===== config.mk =====
export PLATFORM = sky130hd
export DESIGN_NAME = luhn_card_number_classifier
export DESIGN_NICKNAME = d
export VERILOG_FILES = /design/src/rtl/core/lcc_pkg.sv /design/src/rtl/core/luhn_card_number_classifier.sv /design/src/rtl/core/lcc_accum.sv /design/src/rtl/core/lcc_classify.sv
export SDC_FILE = /design/constraint.sdc
export NUM_CORES = 1
export LEC_CHECK = 0
export BUFFER_PORTS_ARGS = -buffer_cell sky130_fd_sc_hd__buf_2
export CAP_MARGIN = 5
export CORE_MARGIN = 1.5
export CORE_UTILIZATION = 45
export CTS_BUF_LIST = sky130_fd_sc_hd__clkbuf_8
export DETAILED_ROUTE_END_ITERATION = 16
export PLACE_DENSITY = 0.63
export SYNTH_ARGS = -nofsm -noshare
export SYNTH_HDL_FRONTEND = slang
export SYNTH_SLANG_ARGS = --single-unit

===== constraint.sdc =====
create_clock -name clk -period 5.4 [get_ports clk]
set_clock_uncertainty 0.2 [all_clocks]
set_input_delay 0.27 -clock clk [delete_from_list [all_inputs] [get_ports clk]]
set_output_delay 0.27 -clock clk [all_outputs]
set_load 0.02 [all_outputs]

===== src/rtl/core/lcc_pkg.sv =====
// shared types, constants and mod-10 helpers for the luhn card number classifier
package lcc_pkg;

  localparam int MAX_DIGITS_DEF = 19;
  localparam int DIGIT_W        = 4;
  localparam int LEN_W          = 5;
  localparam int PREFIX_W       = 8;
  localparam int IN_TDATA_W     = 8;
  localparam int OUT_TDATA_W    = 8;

  localparam logic [PREFIX_W-1:0] PFX_AMEX_A  = 8'd34;
  localparam logic [PREFIX_W-1:0] PFX_AMEX_B  = 8'd37;
  localparam logic [PREFIX_W-1:0] PFX_MC_LO   = 8'd51;
  localparam logic [PREFIX_W-1:0] PFX_MC_HI   = 8'd55;
  localparam logic [DIGIT_W-1:0]  VISA_DIGIT  = 4'd4;
  localparam logic [LEN_W-1:0]    LEN_AMEX    = 5'd15;
  localparam logic [LEN_W-1:0]    LEN_SHORT   = 5'd13;
  localparam logic [LEN_W-1:0]    LEN_LONG    = 5'd16;

  typedef enum logic [1:0] {
    CLS_INVALID = 2'd0,
    CLS_AMEX    = 2'd1,
    CLS_MC      = 2'd2,
    CLS_VISA    = 2'd3
  } card_class_t;

  typedef struct packed {
    logic [LEN_W-1:0]   len;
    logic               ok;
    logic [DIGIT_W-1:0] first;
    logic [DIGIT_W-1:0] second;
  } acc_info_t;

  // packed lowest field last: card_class in bits 1:0
  typedef struct packed {
    logic [LEN_W-1:0] len;
    logic             ok;
    card_class_t      cls;
  } result_t;

  function automatic logic [DIGIT_W-1:0] mod10_plain(input logic [DIGIT_W-1:0] d);
    logic [DIGIT_W-1:0] r;
    r = (d >= 4'd10) ? d - 4'd10 : d;
    return r;
  endfunction

  function automatic logic [DIGIT_W-1:0] mod10_double(input logic [DIGIT_W-1:0] d);
    logic [DIGIT_W:0] t;
    t = {d, 1'b0};
    if (t >= 5'd10) begin
      t = t - 5'd9;
    end
    if (t >= 5'd20) begin
      t = t - 5'd20;
    end else if (t >= 5'd10) begin
      t = t - 5'd10;
    end
    return t[DIGIT_W-1:0];
  endfunction

  function automatic logic [DIGIT_W-1:0] add_mod10(input logic [DIGIT_W-1:0] a,
                                                    input logic [DIGIT_W-1:0] b);
    logic [DIGIT_W:0] s;
    s = {1'b0, a} + {1'b0, b};
    if (s >= 5'd10) begin
      s = s - 5'd10;
    end
    return s[DIGIT_W-1:0];
  endfunction

endpackage


===== src/rtl/core/luhn_card_number_classifier.sv =====
// top level: luhn check and card type of a digit stream
//
//  channel | direction | tdata (low bit up)              | tlast
//  in_     | slave     | digit[3:0], zero pad [7:4]      | last digit of number
//  out_    | master    | card_class[1:0], ok[2], len[7:3] | -
//
// one digit accepted per cycle unless a last digit is held back by a stalled result; the
// last digit goes through an input register feeding the mod-10 update to an output
// register that holds the result and raises out_tvalid; other digits keep flowing
// synchronous active-low reset clears sums, count, prefix and both valid flags
module luhn_card_number_classifier #(
  parameter int MAX_DIGITS = lcc_pkg::MAX_DIGITS_DEF
) (
  input  logic                              clk,
  input  logic                              rst_n,
  input  logic                              in_tvalid,
  output logic                              in_tready,
  input  logic [lcc_pkg::IN_TDATA_W-1:0]    in_tdata,   // digit[3:0], zero[7:4]
  input  logic                              in_tlast,
  output logic                              out_tvalid,
  input  logic                              out_tready,
  output logic [lcc_pkg::OUT_TDATA_W-1:0]   out_tdata   // card_class[1:0], ok[2], length[7:3]
);

  logic                        s1_valid_r, s1_valid_nxt;
  logic [lcc_pkg::DIGIT_W-1:0] s1_digit_r;
  logic                        s1_last_r;
  logic                        out_valid_r, out_valid_nxt;
  lcc_pkg::result_t            out_data_r;

  logic                        in_acc, out_free, adv, load_out;
  lcc_pkg::acc_info_t          info;
  lcc_pkg::card_class_t        cls;

  lcc_accum #(.MAX_DIGITS(MAX_DIGITS)) u_accum (
    .clk   (clk),
    .rst_n (rst_n),
    .step  (adv),
    .digit (s1_digit_r),
    .last  (s1_last_r),
    .info  (info)
  );

  lcc_classify u_classify (
    .info (info),
    .cls  (cls)
  );

  always_comb begin
    out_free  = !out_valid_r || out_tready;
    adv       = s1_valid_r && (!s1_last_r || out_free);
    in_tready = !s1_valid_r || adv;
    in_acc    = in_tvalid && in_tready;
    load_out  = adv && s1_last_r;

    s1_valid_nxt = s1_valid_r;
    if (in_acc) begin
      s1_valid_nxt = 1'b1;
    end else if (adv) begin
      s1_valid_nxt = 1'b0;
    end

    out_valid_nxt = out_valid_r;
    if (load_out) begin
      out_valid_nxt = 1'b1;
    end else if (out_tready) begin
      out_valid_nxt = 1'b0;
    end
  end

  always_ff @(posedge clk) begin
    if (!rst_n) begin
      s1_valid_r  <= 1'b0;
      out_valid_r <= 1'b0;
    end else begin
      s1_valid_r  <= s1_valid_nxt;
      out_valid_r <= out_valid_nxt;
    end
  end

  always_ff @(posedge clk) begin
    if (in_acc) begin
      s1_digit_r <= in_tdata[lcc_pkg::DIGIT_W-1:0];
      s1_last_r  <= in_tlast;
    end
    if (load_out) begin
      out_data_r.len <= info.len;
      out_data_r.ok  <= info.ok;
      out_data_r.cls <= cls;
    end
  end

  assign out_tvalid = out_valid_r;
  assign out_tdata  = out_data_r;

`ifndef NO_ASSERTIONS
  a_class_needs_ok: assert property (@(posedge clk) disable iff (!rst_n)
    (out_valid_r && out_data_r.cls != lcc_pkg::CLS_INVALID) |-> out_data_r.ok)
    else $error("card class reported on a failed checksum");

  a_amex_len: assert property (@(posedge clk) disable iff (!rst_n)
    (out_valid_r && out_data_r.cls == lcc_pkg::CLS_AMEX) |-> out_data_r.len == lcc_pkg::LEN_AMEX)
    else $error("amex result with wrong length");

  a_len_range: assert property (@(posedge clk) disable iff (!rst_n)
    out_valid_r |-> (out_data_r.len != '0 &&
                     out_data_r.len <= lcc_pkg::LEN_W'(MAX_DIGITS)))
    else $error("result length out of range");

  a_last_blocked: assert property (@(posedge clk) disable iff (!rst_n)
    (s1_valid_r && s1_last_r && out_valid_r && !out_tready) |-> !in_tready)
    else $error("input taken while a last digit is held back");
`endif

endmodule


===== src/rtl/core/lcc_accum.sv =====
// running luhn sums, digit count and prefix capture for one card number
module lcc_accum #(
  parameter int MAX_DIGITS = lcc_pkg::MAX_DIGITS_DEF
) (
  input  logic                         clk,
  input  logic                         rst_n,
  input  logic                         step,
  input  logic [lcc_pkg::DIGIT_W-1:0]  digit,
  input  logic                         last,
  output lcc_pkg::acc_info_t           info
);

  localparam logic [lcc_pkg::LEN_W-1:0] MAX_CNT = lcc_pkg::LEN_W'(MAX_DIGITS);

  logic [lcc_pkg::DIGIT_W-1:0] sum_even_r, sum_even_nxt;
  logic [lcc_pkg::DIGIT_W-1:0] sum_odd_r, sum_odd_nxt;
  logic [lcc_pkg::LEN_W-1:0]   count_r, count_nxt;
  logic [lcc_pkg::DIGIT_W-1:0] first_r, first_nxt;
  logic [lcc_pkg::DIGIT_W-1:0] second_r, second_nxt;

  logic [lcc_pkg::DIGIT_W-1:0] new_even, new_odd, first_sel, second_sel;
  logic [lcc_pkg::LEN_W-1:0]   count_inc;

  always_comb begin
    new_odd    = lcc_pkg::add_mod10(sum_even_r, lcc_pkg::mod10_plain(digit));
    new_even   = lcc_pkg::add_mod10(sum_odd_r, lcc_pkg::mod10_double(digit));
    first_sel  = (count_r == '0) ? digit : first_r;
    second_sel = (count_r == lcc_pkg::LEN_W'(1)) ? digit : second_r;
    count_inc  = (count_r < MAX_CNT) ? count_r + lcc_pkg::LEN_W'(1) : count_r;

    info.len    = count_inc;
    info.ok     = (new_odd == '0);
    info.first  = first_sel;
    info.second = second_sel;

    sum_even_nxt = sum_even_r;
    sum_odd_nxt  = sum_odd_r;
    count_nxt    = count_r;
    first_nxt    = first_r;
    second_nxt   = second_r;
    if (step) begin
      if (last) begin
        sum_even_nxt = '0;
        sum_odd_nxt  = '0;
        count_nxt    = '0;
        first_nxt    = '0;
        second_nxt   = '0;
      end else begin
        sum_even_nxt = new_even;
        sum_odd_nxt  = new_odd;
        count_nxt    = count_inc;
        first_nxt    = first_sel;
        second_nxt   = second_sel;
      end
    end
  end

  always_ff @(posedge clk) begin
    if (!rst_n) begin
      sum_even_r <= '0;
      sum_odd_r  <= '0;
      count_r    <= '0;
      first_r    <= '0;
      second_r   <= '0;
    end else begin
      sum_even_r <= sum_even_nxt;
      sum_odd_r  <= sum_odd_nxt;
      count_r    <= count_nxt;
      first_r    <= first_nxt;
      second_r   <= second_nxt;
    end
  end

endmodule


===== src/rtl/core/lcc_classify.sv =====
// card type decision from length, prefix and luhn verdict
module lcc_classify (
  input  lcc_pkg::acc_info_t  info,
  output lcc_pkg::card_class_t cls
);

  logic [lcc_pkg::PREFIX_W-1:0] prefix;

  always_comb begin
    prefix = lcc_pkg::PREFIX_W'(info.first) * lcc_pkg::PREFIX_W'(10)
           + lcc_pkg::PREFIX_W'(info.second);
    cls = lcc_pkg::CLS_INVALID;
    priority if (!info.ok) begin
      cls = lcc_pkg::CLS_INVALID;
    end else if (info.len == lcc_pkg::LEN_AMEX &&
                 (prefix == lcc_pkg::PFX_AMEX_A || prefix == lcc_pkg::PFX_AMEX_B)) begin
      cls = lcc_pkg::CLS_AMEX;
    end else if (info.len == lcc_pkg::LEN_LONG &&
                 prefix >= lcc_pkg::PFX_MC_LO && prefix <= lcc_pkg::PFX_MC_HI) begin
      cls = lcc_pkg::CLS_MC;
    end else if ((info.len == lcc_pkg::LEN_SHORT || info.len == lcc_pkg::LEN_LONG) &&
                 info.first == lcc_pkg::VISA_DIGIT) begin
      cls = lcc_pkg::CLS_VISA;
    end else begin
      cls = lcc_pkg::CLS_INVALID;
    end
  end

endmodule


==> results of run 1 <==
==> synthesized netlist by cell type (all sizes together) (5+ instances only) <==
| cell type | n | area [um2] |
|---|---|---|
| xnor2 | 7 | 61.31 |
| a21oi | 19 | 95.09 |
| a21boi | 5 | 37.54 |
| mux2 | 6 | 67.56 |
| ha | 28 | 350.3 |
| mux2i | 7 | 70.07 |
| inv | 26 | 97.59 |
| o21ai | 11 | 55.05 |
| a21o | 6 | 45.04 |
| clkbuf | 10 | 37.54 |
| edfxtp | 13 | 390.4 |
| nand2 | 18 | 67.56 |
| nor2 | 16 | 60.06 |
| a22oi | 19 | 142.6 |
| dfxtp | 23 | 460.4 |
| nand2b | 9 | 56.30 |
| nor2b | 20 | 125.1 |
==> worst max-delay path: stages, from the launching register on <==
cell,delay [ns]
edfxtp_1,0.48
inv_1,0.21
ha_1,0.21
nand2b_1,0.08
a21oi_1,0.24
mux2_2,0.42
nand4_1,0.11
a31oi_1,0.15
fa_1,0.45
xnor2_1,0.30
ha_1,0.24
inv_1,0.05
a31oi_1,0.20
o31ai_1,0.12
a211oi_1,0.46
mux2i_1,0.25
a22oi_1,0.08
nor2b_1,0.13
==> layout make-up <==
cell class                 count  area share
sequential                    36      0.2832
multi-input combinational    230      0.5768
inverter                      26     0.03249
clock inverter                 3    0.004165
clock buffer                   5     0.02291
timing repair buffer          24     0.04915
tap                           75     0.03124
==> timing repair <==
action | in CTS | in global routing
hold endpoints to repair | 5 | 0
hold buffers | 5 | 0
setup endpoints to repair | 0 | 0
==> per-layer routing <==
| metal | wire length, um | GRT usage | vias up |
|---|---|---|---|
| li1 | - | - | 1136 |
| met1 | 2823 | 0.2432 | 1009 |
| met2 | 2573 | 0.3126 | 26 |
| met3 | 94 | 0.02697 | 9 |
| met4 | 108 | 0.07241 | 0 |
| met5 | 0 | 0 | - |
==> how the worst min path moves through the flow <==
stage          slack, ns   startpoint  cells past startpoint       endpoint
2_1_floorplan       0.17  in_tdata[0]                      0  s1_digit_r[0]
3_3_place_gp        0.25  in_tdata[3]                      1  s1_digit_r[3]
3_5_place_dp        0.25  in_tdata[3]                      1  s1_digit_r[3]
4_1_cts             0.06    in_tvalid                      3     s1_valid_r
5_1_grt             0.07    in_tvalid                      3     s1_valid_r
6_report            0.06    in_tvalid                      3     s1_valid_r
==> sequential cells by signal, summed over array words and instances, names as in the netlist <==
signal and count:
u_accum.first_r 4, s1_last_r 1, u_accum.second_r 4, s1_valid_r 1
u_accum.sum_odd_r 4, u_accum.sum_even_r 4, out_tvalid 1, out_tdata 8
s1_digit_r 4, u_accum.count_r 5
==> power by group through the flow <==
stage | logic, mW | registers, mW | clock network (mW)
6_report | 0.193 | 0.301 | 0.182
5_1_grt | 0.219 | 0.302 | 0.199
4_1_cts | 0.194 | 0.301 | 0.189
3_5_place_dp | 0.191 | 0.307 | 0
3_3_place_gp | 0.185 | 0.307 | 0
2_1_floorplan | 0.151 | 0.305 | 0
==> logic make-up (layout without fill, tap and decap cells) <==
family                   count (synthesis)  in the layout
XOR/XNOR                                11             11
buffers and inverters                   36             58
AND/OR/NAND/NOR                         92             92
flip-flops                              36             36
AO/OA/AOI/OAI                           81             81
adder cells (fa/ha/maj)                 33             33
multiplexers                            13             13
==> metrics by stage <==
| stage | utilization | power [mW] |
|---|---|---|
| floorplan | - | 0.4563 |
| global placement | 0.4881 | 0.4912 |
| detailed placement | 0.4881 | 0.4973 |
| CTS | 0.5104 | 0.6835 |
| global route | 0.5104 | 0.7204 |
| finish | 0.5104 | 0.6759 |
==> impl_metrics.env, run 1 <==
export IMPL_status="complete, no violations"
export IMPL_io_buffers=18
export IMPL_routed_via_density=5.464
export IMPL_place_gp_congestion=0.8531
export IMPL_yosysSeqAreaShare=0.3129
export IMPL_cts_clk_slew_worst_paths_ns=0.07
export IMPL_cts_buffers=5
export IMPL_rsz0062_at_grt="false"
export IMPL_synth_compound_area_share=0.1960
export IMPL_fin_crit_sh=0.8235
export IMPL_dpl_instance_area_um2=2873
export IMPL_crit_arrival_ns=4.48
export IMPL_layout_cells_non_filler=399
export IMPL_fp_dieH_um=80.73
export IMPL_die_area_um2=6517
export IMPL_core_area_um2=5886
export IMPL_synth_simple_gate_area_frac=0.1965
export IMPL_crit_type="reg2reg"
export IMPL_grt_pass1_wl_mm=9.197
export IMPL_synth_flop_cell="dfxtp_1"
export IMPL_drive_gt1_frac=0.1265
export IMPL_cts_resized_gates=0
export IMPL_sw_frac_of_total=0.3154
export IMPL_synth_seq_cells=36
export IMPL_tightest_slew_ns=0.9037
export IMPL_dp_cells=386
export IMPL_syn_num_nets=346
export IMPL_regArea_um2=850.8
export IMPL_relSlewSlack=0.3961
export IMPL_clk_root_buffer_cell="clkbuf_8"
export IMPL_cts_tree="done"
export IMPL_fin_crit_ns=4.447
export IMPL_worstSetupEndpointType="flip-flop"
export IMPL_fin_nets=367
export IMPL_r2r_cells=17
export IMPL_drt_iter0_markers=127
export IMPL_drcViolationCount=0
export IMPL_tns_ns=0
export IMPL_final_cell_mix="ha_1 (28), inv_1 (27), dfxtp_1 (23), nor2b_1 (20)"
export IMPL_io_pins=23
export IMPL_p_leak_nw=1.289
export IMPL_h_tree_depth=2
export IMPL_first_global_vias=2020
export IMPL_dp_hpwl_mm=4.018
export IMPL_multi_input_area_um2=1733
export IMPL_synthMuxAreaShare=0.05062
export IMPL_ys_async_sr_fraction=0
export IMPL_synth_area_um2=2719
export IMPL_r2r_start="s1_digit_r[1]"
export IMPL_maxCapViolations=0
export IMPL_p_per_area_nw_per_um2=225.0
export IMPL_p_int_mw=0.4627
export IMPL_track_usage=0.1868
export IMPL_stdcell_area_um2=3004
export IMPL_vdd_ir_drop_max_mv=0.1156
export IMPL_required_ns=5.44
export IMPL_hold_violations=0
export IMPL_ys_types=51
export IMPL_r2r_slack_ns=0.95
export IMPL_synth_warnings=0
export IMPL_n_antenna_cell=0
export IMPL_crit_path_start_kind="flip-flop"
export IMPL_switchingPower_mw=0.2132
export IMPL_seqPwrFrac=0.445
export IMPL_floorplan_initialDensity=0.4619
export IMPL_wire_per_inst_um=14.03
export IMPL_yosys_area_share_xor_xnor=0.03543
export IMPL_place_ws_ns=0.9512
export IMPL_fmax_ghz=0.2249
export IMPL_r2r_end="u_accum.sum_even_r[2]"
export IMPL_wl_mm=5.599
export IMPL_grt_overflow=0
export IMPL_die_width_um=80.73
export IMPL_insertion_delay_ns=0.29
export IMPL_syn_inst=302
export IMPL_fill_cells=551
export IMPL_clockBufferDepth=2
export IMPL_postCtsSetupBuffers=0
export IMPL_synth_fa_ha_area_frac=0.1588
export IMPL_cp_endpoint="u_accum.sum_even_r[2]"
export IMPL_startpoint="s1_digit_r[1]"
export IMPL_fin_ws_ns=0.9533
export IMPL_synth_edf_count=13
export IMPL_pwr_share_comb=0.286
export IMPL_setup_viol=0
export IMPL_rows=28
export IMPL_antenna_found_initial=0
export IMPL_clock_sinks=36
export IMPL_grt_max_degree=25
export IMPL_detail_route_antenna_nets=0
export IMPL_critPathMaxFanout=7
export IMPL_via_count=2180
export IMPL_finalMaxSlewViolations=0
export IMPL_drtPass1Iterations=6
export IMPL_synth_top_family_by_area="simple AND/OR/NAND/NOR gates"
export IMPL_hp_class="in2reg"
export IMPL_hold_slack_ns=0.06031
export IMPL_syn2layout_area_growth_pct=10.49
export IMPL_layout_commonest_cell="ha_1"
export IMPL_avgSynthCellArea_um2=9.003
export IMPL_clkPwrFrac=0.269
Note: power is estimated with default switching activity, not from simulation.
==> inputs of run 2 (changes only) <==
--- a/config.mk
+++ b/config.mk
@@ -5,6 +5,7 @@
 export SDC_FILE = /design/constraint.sdc
 export NUM_CORES = 1
 export LEC_CHECK = 0
+export ABC_AREA = 1
 export BUFFER_PORTS_ARGS = -buffer_cell sky130_fd_sc_hd__buf_2
 export CAP_MARGIN = 5
 export CORE_MARGIN = 1.5
==> constraint.sdc (replaced) <==
create_clock -name clk -period 4.5 [get_ports clk]
set_clock_uncertainty 0.2 [all_clocks]
set_input_delay 0.225 -clock clk [delete_from_list [all_inputs] [get_ports clk]]
set_output_delay 0.225 -clock clk [all_outputs]
set_load 0.02 [all_outputs]
==> run 2 against run 1 <==
Against the previous run: final area rose by 2.5%; clock power rose by 33%; fmax rose by 13%; critical path type unchanged; highest routed layer unchanged.
==> impl_metrics.env, run 2 <==
export IMPL_status="complete, no violations"
export IMPL_clkPwrFrac=0.283
export IMPL_synth_area_leader_cell="nand2_1"
export IMPL_stdcell_area_um2=3079
export IMPL_cp_depth=22
export IMPL_fin_crit_sh=0.8731
export IMPL_yosysTopAreaCellShare=0.1791
export IMPL_crit_path_start_kind="flip-flop"
export IMPL_core_area_um2=5921
export IMPL_crit_arrival_ns=3.95
export IMPL_cts_buffers=5
export IMPL_synth_area_um2=2766
export IMPL_relSlewSlack=0.4245
export IMPL_sw_frac_of_total=0.3498
export IMPL_clk_root_buffer_cell="clkbuf_8"
export IMPL_antenna_found_initial=0
export IMPL_fmax_ghz=0.2545
export IMPL_io_pins=23
export IMPL_path_buf_inv=4
export IMPL_fill_cells=612
export IMPL_cp_endpoint="u_accum.sum_even_r[3]"
export IMPL_totalPowerFinal_mw=0.8527
export IMPL_syn2layout_area_growth_pct=11.31
export IMPL_cp_top_family="adder cells"
export IMPL_r2r_cells=22
export IMPL_syn_inst=395
export IMPL_n_antenna_cell=0
export IMPL_grt_pass1_wl_mm=10.15
export IMPL_floorplan_initialDensity=0.4672
export IMPL_first_global_vias=2419
export IMPL_r2r_start="s1_digit_r[1]"
export IMPL_drtPass1Iterations=4
export IMPL_synth_edf_count=13
export IMPL_drt_iter0_markers=67
export IMPL_rows=28
export IMPL_pwr_share_comb=0.297
export IMPL_layout_cells_non_filler=496
export IMPL_insertion_delay_ns=0.30
export IMPL_routed_via_density=4.940
export IMPL_cts_clk_slew_worst_paths_ns=0.08
export IMPL_largest_reg_flops=8
export IMPL_seqPwrFrac=0.419
export IMPL_synthTopCellsByArea="nand2_1 (18%), dfxtp_1 (17%), edfxtp_1 (14%)"
export IMPL_dpl_instance_area_um2=2928
export IMPL_grt_overflow=0
export IMPL_layout_commonest_cell="nand2_1"
export IMPL_ys_async_sr_fraction=0
export IMPL_yosysSeqAreaShare=0.3076
export IMPL_finalMaxSlewViolations=0
export IMPL_startpoint="s1_digit_r[1]"
export IMPL_via_count=2450
export IMPL_multi_input_area_um2=1658
export IMPL_slowest_delay_ns=0.49
export IMPL_r2r_end="u_accum.sum_even_r[3]"
export IMPL_ys_types=29
export IMPL_tns_ns=0
export IMPL_avgSynthCellArea_um2=7.004
export IMPL_cp_slowest_cell="edfxtp_1"
export IMPL_fin_nets=464
export IMPL_place_gp_congestion=0.8587
export IMPL_die_width_um=81.41
export IMPL_final_cell_mix="nand2_1 (132), inv_1 (56), nand3_1 (32), a21oi_1 (32), ha_1 (28)"
export IMPL_worstSetupEndpointType="flip-flop"
export IMPL_wl_mm=5.622
export IMPL_r2r_slack_ns=0.57
export IMPL_p_leak_nw=1.480
export IMPL_critPathMaxFanout=8
export IMPL_yosys_top_cells_count="nand2_1 (132), inv_1 (56), a21oi_1 (32), nand3_1 (32), ha_1 (28)"
export IMPL_p_int_mw=0.5544
export IMPL_required_ns=4.52
export IMPL_crit_type="reg2reg"
export IMPL_vdd_ir_drop_max_mv=0.1508
export IMPL_fp_dieH_um=81.41
export IMPL_fin_crit_ns=3.929
export IMPL_synth_seq_cells=36
export IMPL_tightest_slew_ns=0.8611
export IMPL_hold_violations=0
export IMPL_io_buffers=18
export IMPL_clock_sinks=36
export IMPL_detail_route_antenna_nets=0
export IMPL_drive_gt1_frac=0.1045
export IMPL_critical_path_cell_chain="inv_1 -> ha_1 -> inv_1 -> o21ai_0 -> nand2_1 -> o21ai_2 -> inv_1 -> o21ai_0 -> nand2_1 -> nand2_1 -> a21oi_1 -> fa_1 -> xor2_1 -> inv_1 -> ha_1 -> o31ai_1 -> nand2_1 -> nand2_1 -> nand2_1 -> nand2_1 -> nand2_1 -> a21oi_1"
export IMPL_setup_viol=0
export IMPL_synth_warnings=0
export IMPL_cts_tree="done"
export IMPL_hp_class="in2reg"
export IMPL_cpMostUsedCell="nand2_1"
export IMPL_h_tree_depth=2
export IMPL_rsz0062_at_grt="false"
export IMPL_drcViolationCount=0
export IMPL_dp_hpwl_mm=4.283
export IMPL_yosysMostFrequentCell="nand2_1"
export IMPL_track_usage=0.1965
export IMPL_p_per_area_nw_per_um2=276.9
export IMPL_clockBufferDepth=2
export IMPL_grt_max_degree=24
export IMPL_maxCapViolations=0
export IMPL_hold_slack_ns=0.01046
export IMPL_synth_flop_cell="dfxtp_1"
export IMPL_die_area_um2=6627
export IMPL_wire_per_inst_um=11.33
export IMPL_syn_num_nets=439
export IMPL_regArea_um2=850.8
export IMPL_switchingPower_mw=0.2983
export IMPL_dp_cells=482
[run 2: what timing repair did]
action | 4_1_cts | 5_1_grt
setup endpoints to repair | 0 | 0
resized for setup | 0 | 0
endpoints found under the hold margin | 6 | 0
setup buffers | 0 | 0
hold buffers | 6 | 0
[run 2: worst min-delay path: stages]
cell and delay (ns):
buf_2 0.09, nand2_1 0.08, a21oi_1 0.06
[run 2: area by class of cell]
cell class / count / share of cell area
Timing Repair Buffer: 25 / 0.05120
Multi-Input combinational cell: 295 / 0.5384
Clock buffer: 5 / 0.02235
Sequential cell: 36 / 0.2763
Inverter: 57 / 0.07395
Tap cell: 75 / 0.03048
Clock inverter: 3 / 0.007314
[run 2: worst min path at each step]
stage               cells after the start             to         from  slack [ns]
finish                                  3     s1_valid_r    in_tvalid        0.01
global route                            3     s1_valid_r    in_tvalid        0.03
global placement                        1  s1_digit_r[3]  in_tdata[3]        0.20
detailed placement                      1      s1_last_r     in_tlast        0.20
floorplan                               2     out_tvalid        rst_n        0.12
CTS                                     3     s1_valid_r    in_tvalid       0.004
[run 2: metrics by stage]
step,setup WS [ns],utilization
3_3_place_gp,0.7362,0.4945
3_5_place_dp,0.5845,0.4945
5_1_grt,0.1645,0.5201
4_1_cts,0.5685,0.5201
6_report,0.5711,0.5201
2_1_floorplan,1.054,-
[run 2: power by group through the flow]
stage	combinational [mW]	sequential (mW)	clock, mW
after floorplan	0.196	0.366	0
after global placement	0.244	0.364	0
after detailed placement	0.250	0.365	0
after CTS	0.255	0.357	0.250
after global routing	0.296	0.359	0.257
final	0.254	0.357	0.242
[run 2: cells by family (layout without fill, tap and decap cells)]
family	count (synthesis)	in the layout	share of synthesized area
DFF	36	36	0.3076
and+or+nand+nor	202	202	0.3148
buffers and inverters	64	90	0.09317
AOI/OAI and AO/OA	53	53	0.1076
xor gates and xnor gates	9	9	0.02850
adders and majority gates	31	31	0.1484
[run 2: per-layer routing]
layer / routed length, um / vias to the layer above / part of all wire / track usage
met5: 0 / - / 0 / 0
met4: 59 / 0 / 0.010 / 0.05345
met3: 144 / 6 / 0.026 / 0.03034
met2: 2507 / 27 / 0.45 / 0.3248
met1: 2910 / 1111 / 0.52 / 0.2651
li1: - / 1306 / - / -
